**config.mk**
```make
export PLATFORM = sky130hd
export DESIGN_NAME = lpl2x2_csr
export DESIGN_NICKNAME = d
export VERILOG_FILES = /design/src/lpl2x2_pkg.sv /design/src/lpl2x2_csr.sv
export SDC_FILE = /design/constraint.sdc
export NUM_CORES = 1
export LEC_CHECK = 0
export ABC_AREA = 1
export BUFFER_PORTS_ARGS = -buffer_cell sky130_fd_sc_hd__buf_2
export CAP_MARGIN = 20
export CORE_MARGIN = 4
export CORE_UTILIZATION = 44
export DETAILED_ROUTE_END_ITERATION = 8
export PLACE_DENSITY = 0.85
export SLEW_MARGIN = 20
export SYNTH_ARGS = -nofsm -noshare
export SYNTH_HDL_FRONTEND = slang
export SYNTH_SLANG_ARGS = --single-unit
```
**constraint.sdc**
```tcl
create_clock -name clock -period 1.7 [get_ports clock]
set_input_delay 0.34 -clock clock [delete_from_list [all_inputs] [get_ports clock]]
set_output_delay 0.34 -clock clock [all_outputs]
set_load 0.01 [all_outputs]
```
**src/lpl2x2_pkg.sv**
```systemverilog
// ----------------------------------------------------------------------------
// lpl2x2_pkg: shared types and constants
// Field widths, register map and reset values for the 2x2 box pyramid level.
// ----------------------------------------------------------------------------
package lpl2x2_pkg;

   // default sizing of the top level
   localparam int MAX_WIDTH_DEF  = 2048;
   localparam int MAX_HEIGHT_DEF = 4096;
   localparam int PIXEL_BITS_DEF = 16;

   // fixed field widths
   localparam int PIXEL_W   = 16;
   localparam int MEAN_W    = 18;
   localparam int DETAIL_W  = 19;
   localparam int BCOL_W    = 10;
   localparam int BROW_W    = 11;
   localparam int FW_W      = 12;
   localparam int FH_W      = 13;

   // configuration port
   localparam int CSR_ADDR_W = 3;
   localparam int CSR_DATA_W = 32;

   localparam logic [FW_W-1:0] RESET_FRAME_WIDTH  = 12'd2048;
   localparam logic [FH_W-1:0] RESET_FRAME_HEIGHT = 13'd2048;

   // register index (byte address bit 2)
   typedef enum logic [0:0] {
      REG_FRAME_WIDTH  = 1'b0,
      REG_FRAME_HEIGHT = 1'b1
   } reg_index_type;

   // current frame geometry
   typedef struct packed {
      logic [FW_W-1:0] frame_width;
      logic [FH_W-1:0] frame_height;
   } cfg_type;

endpackage

```
**src/lpl2x2_csr.sv**
```systemverilog
// ----------------------------------------------------------------------------
// lpl2x2_csr: configuration registers
// APB-style register file holding frame width and frame height.
// ----------------------------------------------------------------------------
module lpl2x2_csr (
   input  logic                                clock,
   input  logic                                reset,
   input  logic                                psel,
   input  logic                                penable,
   input  logic                                pwrite,
   input  logic [lpl2x2_pkg::CSR_ADDR_W-1:0]   paddr,
   input  logic [lpl2x2_pkg::CSR_DATA_W-1:0]   pwdata,
   output logic [lpl2x2_pkg::CSR_DATA_W-1:0]   prdata,
   output logic                                pready,
   output lpl2x2_pkg::cfg_type                 cfg
);

   lpl2x2_pkg::cfg_type       cfg_ff;
   lpl2x2_pkg::reg_index_type reg_index;
   logic                      write_en;

   assign pready    = 1'b1;
   assign reg_index = lpl2x2_pkg::reg_index_type'(paddr[2]);
   assign write_en  = psel && penable && pwrite;
   assign cfg       = cfg_ff;

   // register writes
   always_ff @(posedge clock) begin
      if (reset) begin
         cfg_ff.frame_width  <= lpl2x2_pkg::RESET_FRAME_WIDTH;
         cfg_ff.frame_height <= lpl2x2_pkg::RESET_FRAME_HEIGHT;
      end else if (write_en) begin
         unique case (reg_index)
            lpl2x2_pkg::REG_FRAME_WIDTH: begin
               cfg_ff.frame_width <= pwdata[lpl2x2_pkg::FW_W-1:0];
            end
            lpl2x2_pkg::REG_FRAME_HEIGHT: begin
               cfg_ff.frame_height <= pwdata[lpl2x2_pkg::FH_W-1:0];
            end
         endcase
      end
   end

   // read mux
   always_comb begin
      unique case (reg_index)
         lpl2x2_pkg::REG_FRAME_WIDTH: begin
            prdata = lpl2x2_pkg::CSR_DATA_W'(cfg_ff.frame_width);
         end
         lpl2x2_pkg::REG_FRAME_HEIGHT: begin
            prdata = lpl2x2_pkg::CSR_DATA_W'(cfg_ff.frame_height);
         end
      endcase
   end

endmodule

```
# Yosys cells after proc, flatten, opt, wreduce, memory -nomap -nowiden
# Index checks and enable logic that the tools add are counted.
# word_totals
regBits	25
in_bits	40
# classes
n_mux	1
bitwise_logic	1
n_reduce_logical	4
# ops
op	count
one-hot mux 32 bit (2 select lines)	1
AND reduction 2 bit	2
logical AND 1 bit	2
NOT 1 bit	1

# Logic depth before layout (Yosys ltp)
# logic_depth
ltp_word	3
mapped_depth	6
mapped_depth_nobuf	5

# Worst setup path after synthesis
# Ideal clock, no wire load.
# synth_path
path_kind	input port to output port
from	input paddr[2] (netlist name)
to	output prdata[11] (netlist name)
arrival_time_ns	0.891
required_ns	1.360
path_slack_ns	0.469
cell_stages	5
path_buffers	2
cell_sequence	buf_6 -> inv_4 -> buf_2 -> nand2_1 -> nand2_1
# synth_via
elab_chain_cells	2
# synth_rtl
element	line_no	rtl
start, declared	lpl2x2_csr.sv:11	input logic [lpl2x2_pkg::CSR_ADDR_W-1:0] paddr,
NOT 1 bit	--	
one-hot mux 32 bit (2 select lines) *	lpl2x2_csr.sv:46	unique case (reg_index)
end, declared	lpl2x2_csr.sv:13	output logic [lpl2x2_pkg::CSR_DATA_W-1:0] prdata,
# Every way passes the cells marked *; elsewhere a longest branch is shown, timed or not. The select of a mux whose other input is x is not followed.

# Worst setup path after layout
# layout_path
from	input paddr[2] (netlist name)
to	output prdata[2] (netlist name)
# The elaborated chain is that of the path after synthesis.

==> impl_metrics.csv <==
group,metric,value,unit
layout,fillCellCount,335,
detailed_routing,ant_nets,0,
cts,cts_tree,"yes",
timing,grt_setup_unrepaired,"false",
critical_path,crit_fanout,25,
timing,period_minus_slack,1.32,ns
grt,grt_pass1_vias,1113,
floorplan,ios,98,
critical_path,reg2reg_to,"cfg[24]",
cts,postCtsSetupBuffers,0,
timing,hold_slack,0.251,ns
worst_hold_path,worstHoldStart,"pwdata[11]",
timing,final-setup-viol-count,0,
placed_design,io_buffers,56,
cts,cts_hold_buf,0,
detailed_routing,drt-vias-per-instance,4.34,
cts,cts_buffers,3,
layout,n_antenna_cell,0,
pwr,comb_power_share,19.1,%
grt,grt_pass1_wl,4.82,mm
detailed_routing,drc,0,
pwr,p_per_area,667,mW/mm2
placed_design,dp.cells,303,
floorplan,row_count,20,
timing,clock_skew,0,ns
pwr,switching_power,311,uW
pwr,p_seq_share,57.4,%
placed_design,dpl.hpwl,2.22,mm
critical_path,cp_slowest_cell,"inv_4",
cts,insertion_delay,0.30,ns
grt,grt_remaining_overflow,0,
status,outcome,"finished clean",
cts,cts-root-buf,"clkbuf_4",
worst_hold_path,whs_endpoint,"cfg[11]",
yosys,synthCells,214,
layout,fin_nets,304,
pwr,p_sw_share,28.8,%
timing,hold_viol,0,
critical_path,cp_cell_sequence,"buf_2 > inv_4 > nand2_1 > nand2_1 > buf_2",
timing,clock.fmax,757,MHz
detailed_routing,route.detailed.wl_per_inst,9.69,um
layout,drive_gt1_share,25.5,%
yosys,ys_seq_elements,25,
critical_path,criticalPathCategory,"in2out",
timing,fin_crit_sh,77.7,%
yosys,syn_avg_cell_area,6.60,um2
yosys,ys_types,18,
cts,post_cts_resized,0,
floorplan,die-area,0.00418,mm2
worst_hold_path,holdPathStages,3,
yosys,yosys_warnings,0,
layout,largest_register_ffs,25,
layout,instances_no_fill,307,
critical_path,worstSetupEndpointType,"output port",
placed_design,gp_congestion,0.726,
floorplan,design.core.area,0.00305,mm2
detailed_routing,drt_first_pass_iters,4,
layout,syn2layout_area_growth,14.7,%
critical_path,cp_data_arrival_time,0.98,ns
detailed_routing,wl,2.98,mm
run,drv_cap,0,
pwr,internal-power,770,uW
grt,antenna_found_initial,0,
critical_path,crit_path_start_kind,"primary input",
pwr,total_leakage_power,0.000938,uW
timing,slew_viol_final,0,
detailed_routing,drtIter0Drc,58,
floorplan,die_w,64.6,um
timing,fin_setup_tns,0,ns
pwr,p_clk_share,23.5,%
cts,clock-sinks,25,
critical_path,r2r_slack,1.07,ns
cts,clkSlewWorstSetupHoldPaths,0.13,ns
yosys,syn_area,0.00141,mm2
critical_path,cp_data_required_time,1.36,ns
grt,grt_usage,14.3,%
cts,htree_levels,1,
worst_hold_path,hold_path.class,"in2reg",
pwr,ir_drop,0.260,mV
yosys,seq_area_frac_synth,35.5,%
grt,grt_max_degree,26,
floorplan,start_util,46.2,%
critical_path,timing.rr.start,"cfg[24]",
cts,max-clock-path-buffers,2,
critical_path,critPathMaxStageDelay,0.23,ns
detailed_routing,vias,1332,
critical_path,reg2reg_depth,2,
pwr,total_power,1080,uW
floorplan,die_h,64.6,um
## placed cells by master (no fill, tap or decap)
master    instances
buf_2            56
inv_2             1
o21ai_0           1
buf_4             2
nand2_1          63
nand3_4           1
nor2_4            2
dfxtp_1          25
clkbuf_1          1
conb_1           20
nand3_1          25
o21ai_1           1
nor2_8            1
inv_1            14
inv_4             1
nor2_1           46
clkbuf_4          3
## power by group through the flow
stage | clock network (uW) | registers, uW | logic (uW)
floorplan | 0 | 643 | 168
global placement | 0 | 633 | 205
detailed placement | 0 | 634 | 207
CTS | 268 | 621 | 207
global route | 284 | 624 | 234
finish | 254 | 620 | 206
## cells by family (layout without fill, tap and decap cells)
group,Yosys count,in the layout,synth area share [%]
and+or+nand+nor,138,138,42.1
buffers and inverters,47,78,21.2
DFF,25,25,35.5
other,2,20,0.532
AOI/OAI and AO/OA,2,2,0.709
## final cells by class
type	count	area [um2]	share of cell area, %
Timing Repair Buffer	58	295	18.2
Clock buffer	4	26.3	1.62
Sequential cell	25	500	30.9
Tap cell	44	55.1	3.40
Multi-Input combinational cell	160	679	42.0
Inverter	16	62.6	3.86
## Yosys cell counts, drive strengths merged
cell type   n  share of area (%)
inv        16                4.4
nand3      26                 10
buf        30                 16
nor2       49                 15
dfxtp      25                 35
clkbuf      1               0.27
conb        2               0.53
o21ai       2               0.71
nand2      63                 17
## worst max-delay path, delay by kind of cell
kind	cells	cell delay, ns
simple gates	2	0.15
buf+inv	3	0.47
## stage by stage
step	util, %	setup slack, ns	cell area, um2
after floorplan	-	0.469	1480
after global placement	52.2	0.380	1590
after detailed placement	52.2	0.374	1590
after CTS	53.0	0.374	1620
after global routing	53.0	0.291	1620
final	53.0	0.379	1620
## how the worst max path moves through the flow
stage                     startpoint          to  slack (ns)  cells past startpoint
after floorplan             paddr[2]  prdata[11]        0.47                      5
after global placement      paddr[2]   prdata[1]        0.38                      5
after detailed placement    paddr[2]   prdata[2]        0.37                      5
after CTS                   paddr[2]   prdata[2]        0.37                      5
after global routing        paddr[2]   prdata[4]        0.29                      5
final                       paddr[2]   prdata[2]        0.38                      5
## per-layer routing
layer	share of wire (%)	global-route usage (%)
met2	49	25.8
met5	0	0
met4	0.67	4.75
met3	9.1	2.77
met1	41	16.8
Note: power is estimated with default switching activity, not from simulation.
